===== src/rtl/emgfd_pkg.sv =====
// shared types, constants and helper functions of the emg stream deframer
package emgfd_pkg;

    // frame format codes
    localparam logic [1:0] FMT_RAW    = 2'd0;
    localparam logic [1:0] FMT_HEADED = 2'd1;

    // configuration register indexes
    localparam logic [1:0] REG_FRAME_FORMAT     = 2'd0;
    localparam logic [1:0] REG_CHANNELS_PER_ROW = 2'd1;

    // reset values of the configuration registers
    localparam logic [1:0] FRAME_FORMAT_RST     = FMT_RAW;
    localparam logic [7:0] CHANNELS_PER_ROW_RST = 8'd64;

    // header words as they arrive, first byte highest
    localparam logic [31:0] HDR_HEADED = 32'hFFCC5500;
    localparam logic [31:0] HDR_LEGACY = 32'hFFAA5500;

    // frame header length and body lengths in bytes after the header
    localparam logic [8:0] F1_BODY = 9'd126;
    localparam logic [8:0] F2_SEMG = 9'd54;
    localparam logic [8:0] F2_BODY = 9'd62;
    localparam logic [8:0] HDR_LEN = 9'd4;

    typedef struct packed {
        logic [1:0] frame_format;
        logic [7:0] channels_per_row;
    } t_cfg;

    typedef struct packed {
        logic [8:0]  byte_position;
        logic [23:0] header_bytes;
        logic [15:0] partial_sample;
        logic [7:0]  accel_status_byte;
        logic [6:0]  column_count;
    } t_state;

    typedef struct packed {
        logic [23:0] sample_value;
        logic [6:0]  column_index;
        logic        is_accel;
        logic        row_last;
    } t_result;

    // remainder by 18 of an offset below 126
    function automatic logic [4:0] mod18(input logic [6:0] v);
        logic [6:0] t;
        t = v;
        if (t >= 7'd72) t = t - 7'd72;
        if (t >= 7'd36) t = t - 7'd36;
        if (t >= 7'd18) t = t - 7'd18;
        return t[4:0];
    endfunction

    // remainder by 3 of a value below 24
    function automatic logic [1:0] mod3(input logic [4:0] v);
        logic [4:0] t;
        t = v;
        if (t >= 5'd12) t = t - 5'd12;
        if (t >= 5'd6)  t = t - 5'd6;
        if (t >= 5'd3)  t = t - 5'd3;
        return t[1:0];
    endfunction

endpackage


===== src/rtl/emgfd_step.sv =====
// per-byte decode: next framing state and the optional decoded value
module emgfd_step import emgfd_pkg::*; #(
    parameter int MAX_CHANNELS = 128
) (
    input  t_cfg       i_cfg,
    input  t_state     i_state,
    input  logic [7:0] i_data_byte,
    output t_state     o_state,
    output logic       o_res_valid,
    output t_result    o_res
);

    localparam logic [8:0] MaxN = 9'(MAX_CHANNELS);

    logic [8:0]  n_chan;
    logic [9:0]  pos_p1;
    logic [8:0]  offs;
    logic [4:0]  r18;
    logic [4:0]  r27;
    logic [1:0]  s3;
    logic [8:0]  acc_offs;
    logic [1:0]  acc_sel;
    logic [1:0]  hi;
    logic [31:0] word;
    logic [31:0] want;
    logic        step;
    logic        emit;
    logic        last;
    logic        accel;
    logic [23:0] val;

    // channel count clamped to one .. MAX_CHANNELS
    always_comb begin
        n_chan = {1'b0, i_cfg.channels_per_row};
        if (n_chan == 9'd0) n_chan = 9'd1;
        if (n_chan > MaxN)  n_chan = MaxN;
    end

    // offsets within the frame body
    assign pos_p1   = {1'b0, i_state.byte_position} + 10'd1;
    assign offs     = i_state.byte_position - HDR_LEN;
    assign r18      = mod18(offs[6:0]);
    assign r27      = (offs >= 9'd27) ? 5'(offs - 9'd27) : offs[4:0];
    assign s3       = mod3(r27 - 5'd3);
    assign acc_offs = offs - F2_SEMG;
    assign acc_sel  = acc_offs[1:0];
    assign word     = {i_state.header_bytes, i_data_byte};
    assign want     = (i_cfg.frame_format == FMT_HEADED) ? HDR_HEADED : HDR_LEGACY;

    // accelerometer top bits picked from the status byte
    always_comb begin
        unique case (acc_sel)
            2'd1:    hi = i_state.accel_status_byte[7:6];
            2'd2:    hi = i_state.accel_status_byte[5:4];
            default: hi = i_state.accel_status_byte[3:2];
        endcase
    end

    // format decode and state update
    always_comb begin
        o_state = i_state;
        step    = 1'b0;
        emit    = 1'b0;
        last    = 1'b0;
        accel   = 1'b0;
        val     = '0;
        if (i_cfg.frame_format == FMT_RAW) begin
            if (!i_state.byte_position[0]) begin
                o_state.partial_sample = {8'h00, i_data_byte};
                step = 1'b1;
            end else begin
                emit = 1'b1;
                val  = {8'h00, i_data_byte, i_state.partial_sample[7:0]};
                last = pos_p1 >= {n_chan, 1'b0};
            end
        end else if (i_state.byte_position < 9'd3) begin
            o_state.header_bytes = word[23:0];
            step = 1'b1;
        end else if (i_state.byte_position == 9'd3) begin
            if (word == want) begin
                o_state.byte_position = HDR_LEN;
                o_state.column_count  = '0;
            end else begin
                o_state.byte_position = '0;
            end
        end else if (i_cfg.frame_format == FMT_HEADED) begin
            if (offs >= F1_BODY) begin
                o_state.byte_position = '0;
                o_state.column_count  = '0;
            end else if (r18 < 5'd2) begin
                step = 1'b1;
            end else if (!r18[0]) begin
                o_state.partial_sample = {8'h00, i_data_byte};
                step = 1'b1;
            end else begin
                emit = 1'b1;
                val  = {{8{i_data_byte[7]}}, i_data_byte, i_state.partial_sample[7:0]};
                last = offs == (F1_BODY - 9'd1);
            end
        end else begin
            if (offs >= F2_BODY) begin
                o_state.byte_position = '0;
                o_state.column_count  = '0;
            end else if (offs < F2_SEMG) begin
                if (r27 < 5'd3) begin
                    step = 1'b1;
                end else begin
                    unique case (s3)
                        2'd0: begin
                            o_state.partial_sample = {8'h00, i_data_byte};
                            step = 1'b1;
                        end
                        2'd1: begin
                            o_state.partial_sample = {i_state.partial_sample[7:0], i_data_byte};
                            step = 1'b1;
                        end
                        default: begin
                            emit = 1'b1;
                            val  = {i_state.partial_sample, i_data_byte};
                        end
                    endcase
                end
            end else if (acc_sel == 2'd0) begin
                o_state.accel_status_byte = i_data_byte;
                step = 1'b1;
            end else begin
                emit  = 1'b1;
                accel = 1'b1;
                val   = {14'd0, hi, i_data_byte};
                last  = offs == (F2_BODY - 9'd1);
            end
        end

        // position and column bookkeeping
        if (step) begin
            o_state.byte_position = i_state.byte_position + 9'd1;
        end
        if (emit) begin
            if (last) begin
                o_state.byte_position = '0;
                o_state.column_count  = '0;
            end else begin
                o_state.byte_position = i_state.byte_position + 9'd1;
                o_state.column_count  = i_state.column_count + 7'd1;
            end
        end
    end

    assign o_res_valid        = emit;
    assign o_res.sample_value = val;
    assign o_res.column_index = i_state.column_count;
    assign o_res.is_accel     = accel;
    assign o_res.row_last     = last;

endmodule


===== src/rtl/emg_frame_deframer.sv =====
// top level of the emg stream deframer: config, framing state and output skid
//
// Input channel: one raw stream byte per request (i_in_valid / o_in_ready).
// Output channel: one decoded value per request (o_out_valid / i_out_ready)
// with its column, an accelerometer flag and a last-of-row flag.
// Config port: i_cfg_we writes register i_cfg_index (0 frame format,
// 1 channels per row) with i_cfg_data; a write to either register restarts
// framing, a write to any other index is ignored.
// A byte that completes a value is registered in the result register, or
// in the one skid entry behind it, so a byte is still taken while one
// value waits. One byte per cycle while o_in_ready is high; the whole
// decode of a byte is one pass of logic from the framing state registers
// into the result register. Bytes that complete no value (header, skipped
// and partial bytes) leave no result. Outside reset o_in_ready drops only
// while both the result register and the skid entry are full.
// Reset (synchronous, active low) holds o_in_ready low, clears framing
// state, empties the output and sets format 0 with 64 channels per row.
module emg_frame_deframer import emgfd_pkg::*; #(
    parameter int MAX_CHANNELS = 128
) (
    input  logic               i_clk,
    input  logic               i_rst_n,
    input  logic               i_cfg_we,
    input  logic [1:0]         i_cfg_index,
    input  logic [7:0]         i_cfg_data,
    input  logic               i_in_valid,
    output logic               o_in_ready,
    input  logic [7:0]         i_data_byte,
    output logic               o_out_valid,
    input  logic               i_out_ready,
    output logic signed [23:0] o_sample_value,
    output logic [6:0]         o_column_index,
    output logic               o_is_accel,
    output logic               o_row_last
);

    t_cfg    r_cfg;
    t_state  r_st;
    t_state  n_st;
    t_result r_out;
    t_result r_skid;
    t_result step_res;
    logic    r_out_valid;
    logic    r_skid_valid;
    logic    step_valid;
    logic    in_accept;
    logic    res_valid;
    logic    out_free;
    logic    cfg_hit;

    emgfd_step #(
        .MAX_CHANNELS (MAX_CHANNELS)
    ) u_step (
        .i_cfg       (r_cfg),
        .i_state     (r_st),
        .i_data_byte (i_data_byte),
        .o_state     (n_st),
        .o_res_valid (step_valid),
        .o_res       (step_res)
    );

    assign in_accept = i_in_valid && o_in_ready;
    assign res_valid = in_accept && step_valid;
    assign out_free  = !r_out_valid || i_out_ready;
    assign cfg_hit   = i_cfg_we &&
                       (i_cfg_index == REG_FRAME_FORMAT || i_cfg_index == REG_CHANNELS_PER_ROW);

    // configuration registers
    always_ff @(posedge i_clk) begin
        if (!i_rst_n) begin
            r_cfg.frame_format     <= FRAME_FORMAT_RST;
            r_cfg.channels_per_row <= CHANNELS_PER_ROW_RST;
        end else if (i_cfg_we) begin
            if (i_cfg_index == REG_FRAME_FORMAT) begin
                r_cfg.frame_format <= i_cfg_data[1:0];
            end
            if (i_cfg_index == REG_CHANNELS_PER_ROW) begin
                r_cfg.channels_per_row <= i_cfg_data;
            end
        end
    end

    // framing state, restarted by any register write
    always_ff @(posedge i_clk) begin
        if (!i_rst_n) begin
            r_st <= '0;
        end else if (cfg_hit) begin
            r_st.byte_position <= '0;
            r_st.column_count  <= '0;
        end else if (in_accept) begin
            r_st <= n_st;
        end
    end

    // result register with one skid entry
    always_ff @(posedge i_clk) begin
        if (!i_rst_n) begin
            r_out_valid  <= 1'b0;
            r_skid_valid <= 1'b0;
        end else if (out_free) begin
            if (r_skid_valid) begin
                r_out_valid  <= 1'b1;
                r_skid_valid <= 1'b0;
            end else begin
                r_out_valid <= res_valid;
            end
        end else if (res_valid) begin
            r_skid_valid <= 1'b1;
        end
    end

    // result payload
    always_ff @(posedge i_clk) begin
        if (out_free) begin
            if (r_skid_valid) begin
                r_out <= r_skid;
            end else if (res_valid) begin
                r_out <= step_res;
            end
        end else if (res_valid) begin
            r_skid <= step_res;
        end
    end

    assign o_in_ready     = i_rst_n && !r_skid_valid;
    assign o_out_valid    = r_out_valid;
    assign o_sample_value = r_out.sample_value;
    assign o_column_index = r_out.column_index;
    assign o_is_accel     = r_out.is_accel;
    assign o_row_last     = r_out.row_last;

`ifndef ASSERT_OFF
    // skid entry only fills behind a waiting result
    a_skid_behind_out: assert property (@(posedge i_clk) disable iff (!i_rst_n)
        r_skid_valid |-> r_out_valid)
        else $error("skid entry holds a value while the result register is empty");

    // headed frames never run past their body
    a_headed_bound: assert property (@(posedge i_clk) disable iff (!i_rst_n)
        (r_cfg.frame_format == FMT_HEADED) |-> (r_st.byte_position <= HDR_LEN + F1_BODY - 9'd1))
        else $error("byte position beyond the headed frame");

    // legacy frames never run past their body
    a_legacy_bound: assert property (@(posedge i_clk) disable iff (!i_rst_n)
        r_cfg.frame_format[1] |-> (r_st.byte_position <= HDR_LEN + F2_BODY - 9'd1))
        else $error("byte position beyond the legacy frame");

    // accelerometer axes sit in columns 16 to 21
    a_accel_columns: assert property (@(posedge i_clk) disable iff (!i_rst_n)
        (r_out_valid && r_out.is_accel) |->
            (r_out.column_index >= 7'd16 && r_out.column_index <= 7'd21))
        else $error("accelerometer value outside its columns");
`endif

endmodule

===== config.mk =====
export PLATFORM = sky130hd
export DESIGN_NAME = emg_frame_deframer
export DESIGN_NICKNAME = d
export VERILOG_FILES = /design/src/rtl/emgfd_pkg.sv /design/src/rtl/emgfd_step.sv /design/src/rtl/emg_frame_deframer.sv
export SDC_FILE = /design/constraint.sdc
export NUM_CORES = 1
export LEC_CHECK = 0
export BUFFER_PORTS_ARGS = -buffer_cell sky130_fd_sc_hd__buf_2
export CAP_MARGIN = 20
export CORE_ASPECT_RATIO = 0.7
export CORE_MARGIN = 4
export CORE_UTILIZATION = 36
export DETAILED_ROUTE_END_ITERATION = 10
export GPL_TIMING_DRIVEN = 0
export SETUP_SLACK_MARGIN = 0.4
export SLEW_MARGIN = 15
export SYNTH_ARGS = -nofsm -noshare
export SYNTH_HDL_FRONTEND = slang
export SYNTH_HIERARCHICAL = 1
export SYNTH_SLANG_ARGS = --single-unit

===== constraint.sdc =====
create_clock -name i_clk -period 18.2 [get_ports i_clk]
set_input_delay 3.64 -clock i_clk [delete_from_list [all_inputs] [get_ports i_clk]]
set_output_delay 3.64 -clock i_clk [all_outputs]
set_load 0.02 [all_outputs]

==> flow_summary.yaml, run 1 <==
outcome:
  status: "completed"
final_layout:
  final_util_pct: 42.8
  nNetsFinal: 1018
  drive_gt1_share_pct: 25.3
  diodes: 0
  syn_to_final_growth_pct: 15.7
cts:
  numCtsBuffers: 17
  cts_setup_buffers: 0
  clock_path_buffers: 2
  cts_resized: 0
  tritoncts: "built"
  cts_root_buf: "clkbuf_16"
  h-tree-depth: 4
  clkTransAtPathRegs_ns: 0.06
  clk_latency_ns: 0.43
  cts_sinks: 140
  hold_buffers: 0
die:
  start_util_pct: 37.0
  io_pins: 58
  die_x_um: 191
  fp.dieH_um: 136
  coreArea_mm2: 0.0229
  die_area_mm2: 0.0261
  rows: 46
global_routing:
  grtUsageTotal_pct: 16.7
  grt_max_degree: 34
  antenna_found_initial: 0
  grt_pass1_vias: 6303
  grt_pass1_wl_um: 34600
  grt_overflow: 0
sta:
  max_slew_margin_pct: 41.1
  hold_violations: 0
  worstMarginPinSlew_ns: 0.872
  min_period_ns: 8.31
  max_clock_freq_mhz: 120
  setup_viol: 0
  hold_slack_ns: 0.465
  rsz0062_at_grt: "no"
  maxSlewViolCount: 0
  fin_skew_ns: 0.00826
  period_share_pct: 45.7
  fin_tns_setup_ns: 0
hold_path:
  worst_hold_path_type: "flop to flop"
pwr:
  p_clk_share_pct: 47.1
  combPwrFrac_pct: 8.5
  p_per_area_mw_per_mm2: 77.1
  vdd_drop_max_uv: 60.9
  p_leak_nw: 3.68
  p_sw_share_pct: 24.3
  internal_power_uw: 572
  p_sw_uw: 184
  sequentialPowerShare_pct: 44.4
worst_setup_path:
  cp.required_ns: 14.56
  worstPathArrival_ns: 4.67
  crit_type: "input pin to primary output"
  crit_path_max_fanout: 10
  worst_setup_path_end_kind: "primary output"
  crit_path_start_kind: "input pin"
drt:
  route.met2.wl_um: 8610
  top_layer: "met4"
  dr_wl_met3_um: 1550
  drt-initial-drc-count: 538
  drtAntennaViolNets: 0
  dr.pass1.iters: 5
  wirelength_um: 21500
  wl_met1_um: 11100
  wl_per_cell_um: 16.6
  viasPerCell: 5.35
  vias: 6920
  drcViolationCount: 0
place:
  dp_hpwl_um: 15900
  io_buffers: 57
  gp_congestion: 0.851
synth:
  avgSynthCellArea_um2: 9.52
  yosys_warnings: 6
  synth_fp_nets: 940
  synthesis.area_mm2: 0.00847
  synthCells: 890
job:
  cap_viol_max_count: 0
-- cell usage in the layout (no fill, tap or decap), types with 9 or more instances in the layout --
cell type,instances
nand2_1,125
buf_2,76
dfxtp_1,74
mux2_2,71
edfxtp_1,66
nand3_1,59
o21ai_0,49
a21oi_1,40
inv_1,31
nor2_1,29
ha_1,27
clkbuf_1,23
o21ai_2,20
clkbuf_16,17
nor2b_1,15
buf_4,13
xnor2_1,13
a22o_1,13
nor3_1,12
o211ai_1,11
mux2i_1,10
a22oi_1,10
a21o_1,9
-- worst max-delay path, stage by stage --
cell and delay, ns:
buf_2 0.09, buf_2 0.23, clkbuf_1 0.32, nor2b_1 0.19, buf_2 0.18
-- registers in the layout, summed over array words and instances, names as in the netlist --
name            cells
o_is_accel          1
o_out_valid         1
o_row_last          1
o_sample_value     24
r_skid_valid        1
r_st               62
r_cfg              10
r_skid             33
o_column_index      7
-- through the flow --
step / power, mW / instances / area (um^2) / worst slack [ns]
2_1_floorplan: 0.386 / 890 / 8470 / 10.17
3_3_place_gp: 0.404 / 1259 / 9150 / 8.40
3_5_place_dp: 0.405 / 1261 / 9200 / 9.87
4_1_cts: 0.760 / 1293 / 9800 / 9.86
5_1_grt: 0.784 / 1293 / 9800 / 9.41
6_report: 0.755 / 1293 / 9800 / 9.89
-- metal layers --
| metal | vias up | global-route usage, % |
|---|---|---|
| met3 | 17 | 4.70 |
| met4 | 0 | 3.75 |
| met1 | 3284 | 25.4 |
| li1 | 3427 | - |
| met2 | 192 | 23.1 |
| met5 | - | 0 |
-- worst paths after layout --
path                               from                      endpoint  slack [ns]  depth (start not counted)
setup / recovery                i_rst_n                    o_in_ready        9.89                          5
hold / removal    r_st[61]$_SDFFE_PP0P_         r_st[61]$_SDFFE_PP0P_        0.46                          2
setup reg to reg  r_st[57]$_SDFFE_PP0P_  o_sample_value[14]$_DFFE_PP_       10.00                         30
hold reg to reg   r_st[61]$_SDFFE_PP0P_         r_st[61]$_SDFFE_PP0P_        0.46                          2
-- power by group through the flow --
stage                     registers, mW  logic, mW  clock network [mW]
after floorplan                   0.341     0.0448                   0
after global placement            0.342     0.0625                   0
after detailed placement          0.342     0.0635                   0
after CTS                         0.335     0.0638               0.362
after global routing              0.335     0.0709               0.378
final                             0.335     0.0642               0.356
-- cell type report --
class                   count  area [um^2]
plain buffers              61          334
clock buffers              18          429
clock inverters            14          168
fillers                  2272        13100
inverters                  33          124
multi-input cells         656         4560
flip-flops and latches    140         3460
well taps                 312          390
repair buffers             59          325
Note: power is estimated with default switching activity, not from simulation.
==> inputs of run 2 (changes only) <==
Clock period 18.2 ns to 7.3 ns, I/O delays scaled along.
==> flow_summary.yaml, run 2 (synthesis results as in run 1) <==
drt:
  viasPerCell: 5.38
  dr.pass1.iters: 5
  top_layer: "met4"
  drt-initial-drc-count: 664
  drtAntennaViolNets: 0
  dr_wl_met3_um: 1600
  wirelength_um: 22100
  wl_per_cell_um: 16.9
  drcViolationCount: 0
  route.met2.wl_um: 8780
  wl_met1_um: 11500
  vias: 7031
sta:
  setup_viol: 0
  fin_tns_setup_ns: 0
  maxSlewViolCount: 0
  worstMarginPinSlew_ns: 1.07
  hold_violations: 0
  max_slew_margin_pct: 28.5
  rsz0062_at_grt: "no"
  min_period_ns: 6.60
  fin_skew_ns: 0.00747
  period_share_pct: 90.4
  max_clock_freq_mhz: 152
final_layout:
  largest_register: "r_st"
  stdcell_area_mm2: 0.0101
  drive_gt1_share_pct: 28.2
  layout_commonest_cell: "nand2_1"
  largest_reg_flops: 62
  layout_common_cells: "125 x nand2_1, 73 x buf_2, 72 x dfxtp_1"
  nNetsFinal: 1032
  syn_to_final_growth_pct: 19.7
  diodes: 0
  final_cell_count_no_fill: 1307
  final_util_pct: 44.3
cts:
  cts_sinks: 140
  hold_buffers: 0
  h-tree-depth: 4
  clock_path_buffers: 2
  clkTransAtPathRegs_ns: 0.06
  tritoncts: "built"
  cts_root_buf: "clkbuf_16"
  numCtsBuffers: 17
  clk_latency_ns: 0.43
pwr:
  p_per_area_mw_per_mm2: 187
  p_leak_nw: 3.77
  vdd_drop_max_uv: 164
global_routing:
  grt_pass1_vias: 6334
  grt_pass1_wl_um: 35100
  grt_overflow: 0
  antenna_found_initial: 0
  grtUsageTotal_pct: 17.0
  grt_max_degree: 18
worst_setup_path:
  worst_setup_path_end_kind: "flop"
  cp.required_ns: 7.43
  crit_path_max_fanout: 17
  crit_type: "flop to flop"
  worstPathArrival_ns: 6.73
  crit_buf_inv: 8
  cpMaxStageDelayCell: "dfxtp_4"
  crit_family: "compound AO/OA/AOI/OAI gates"
  crit_path_start_kind: "flop"
  critPathMaxStageDelay_ns: 0.39
die:
  die_area_mm2: 0.0261
  fp.dieH_um: 136
  die_x_um: 191
  start_util_pct: 37.0
  coreArea_mm2: 0.0229
  io_pins: 58
  rows: 46
hold_path:
  worst_hold_path_type: "flop to flop"
place:
  post_dp_cell_area_mm2: 0.00918
  dp_cells: 1259
  dp_hpwl_um: 15800
  gp_congestion: 0.858
  io_buffers: 57
job:
  cap_viol_max_count: 0
outcome:
  status: "completed"
==> run 2: cell types whose count changed in the layout (fill, tap and decap cells not counted), moves of 3 or more <==
cell | before | now
buf_2 | 76 | 73
nor4_4 | 0 | 3
ha_1 | 27 | 22
xnor2_1 | 13 | 10
ha_4 | 0 | 3
buf_4 | 13 | 23
==> run 2: where the power goes <==
| group | internal [mW] | switching [mW] | leakage (nW) |
|---|---|---|---|
| logic | 0.0788 | 0.115 | 2.28 |
| clock network | 0.515 | 0.348 | 0.271 |
| registers | 0.825 | 0.0105 | 1.22 |
| total | 1.42 | 0.473 | 3.77 |
==> run 2: final cells by class <==
class / count / area (um^2)
fill: 2239 / 12800
timing repair buffer: 71 / 440
inverter: 33 / 124
clock buffer: 20 / 447
buffer: 61 / 347
clock inverter: 12 / 138
multi-input combinational: 658 / 4780
sequential: 140 / 3470
tap: 312 / 390
==> run 2: worst paths after layout <==
path	from	endpoint	slack (ns)	cells after the start
setup / recovery	r_st[57]$_SDFFE_PP0P_	o_sample_value[5]$_DFFE_PP_	0.70	30
hold reg to reg	r_st[61]$_SDFFE_PP0P_	r_st[61]$_SDFFE_PP0P_	0.46	2
hold / removal	r_st[61]$_SDFFE_PP0P_	r_st[61]$_SDFFE_PP0P_	0.46	2
setup reg to reg	r_st[57]$_SDFFE_PP0P_	o_sample_value[5]$_DFFE_PP_	0.70	30
==> run 2: through the flow <==
step           power, mW  setup slack, ns  hold WS (ns)
4_1_cts             1.89            0.368         0.460
3_3_place_gp        1.01           -0.738         0.443
3_5_place_dp        1.01           -0.781         0.451
5_1_grt             1.96            0.383         0.469
2_1_floorplan      0.965            0.414         0.433
6_report            1.89            0.703         0.456
==> run 2: what timing repair did <==
| item | in CTS | in global routing |
|---|---|---|
| gates resized for setup | 14 | 25 |
| gates cloned | 2 | 0 |
| setup endpoints to repair | 148 | 143 |
| pin swaps | 9 | 8 |
| setup buffers | 8 | 6 |
==> run 2: worst min-delay path, cell delays in order (launching register included) <==
cell     delay [ns]
dfxtp_1        0.31
nand2_1        0.05
a21oi_1        0.05
==> run 2: per-layer routing <==
metal	vias up	track usage, %
met5	-	0
li1	3469	-
met4	0	3.79
met1	3306	26.7
met2	242	23.4
met3	14	3.98
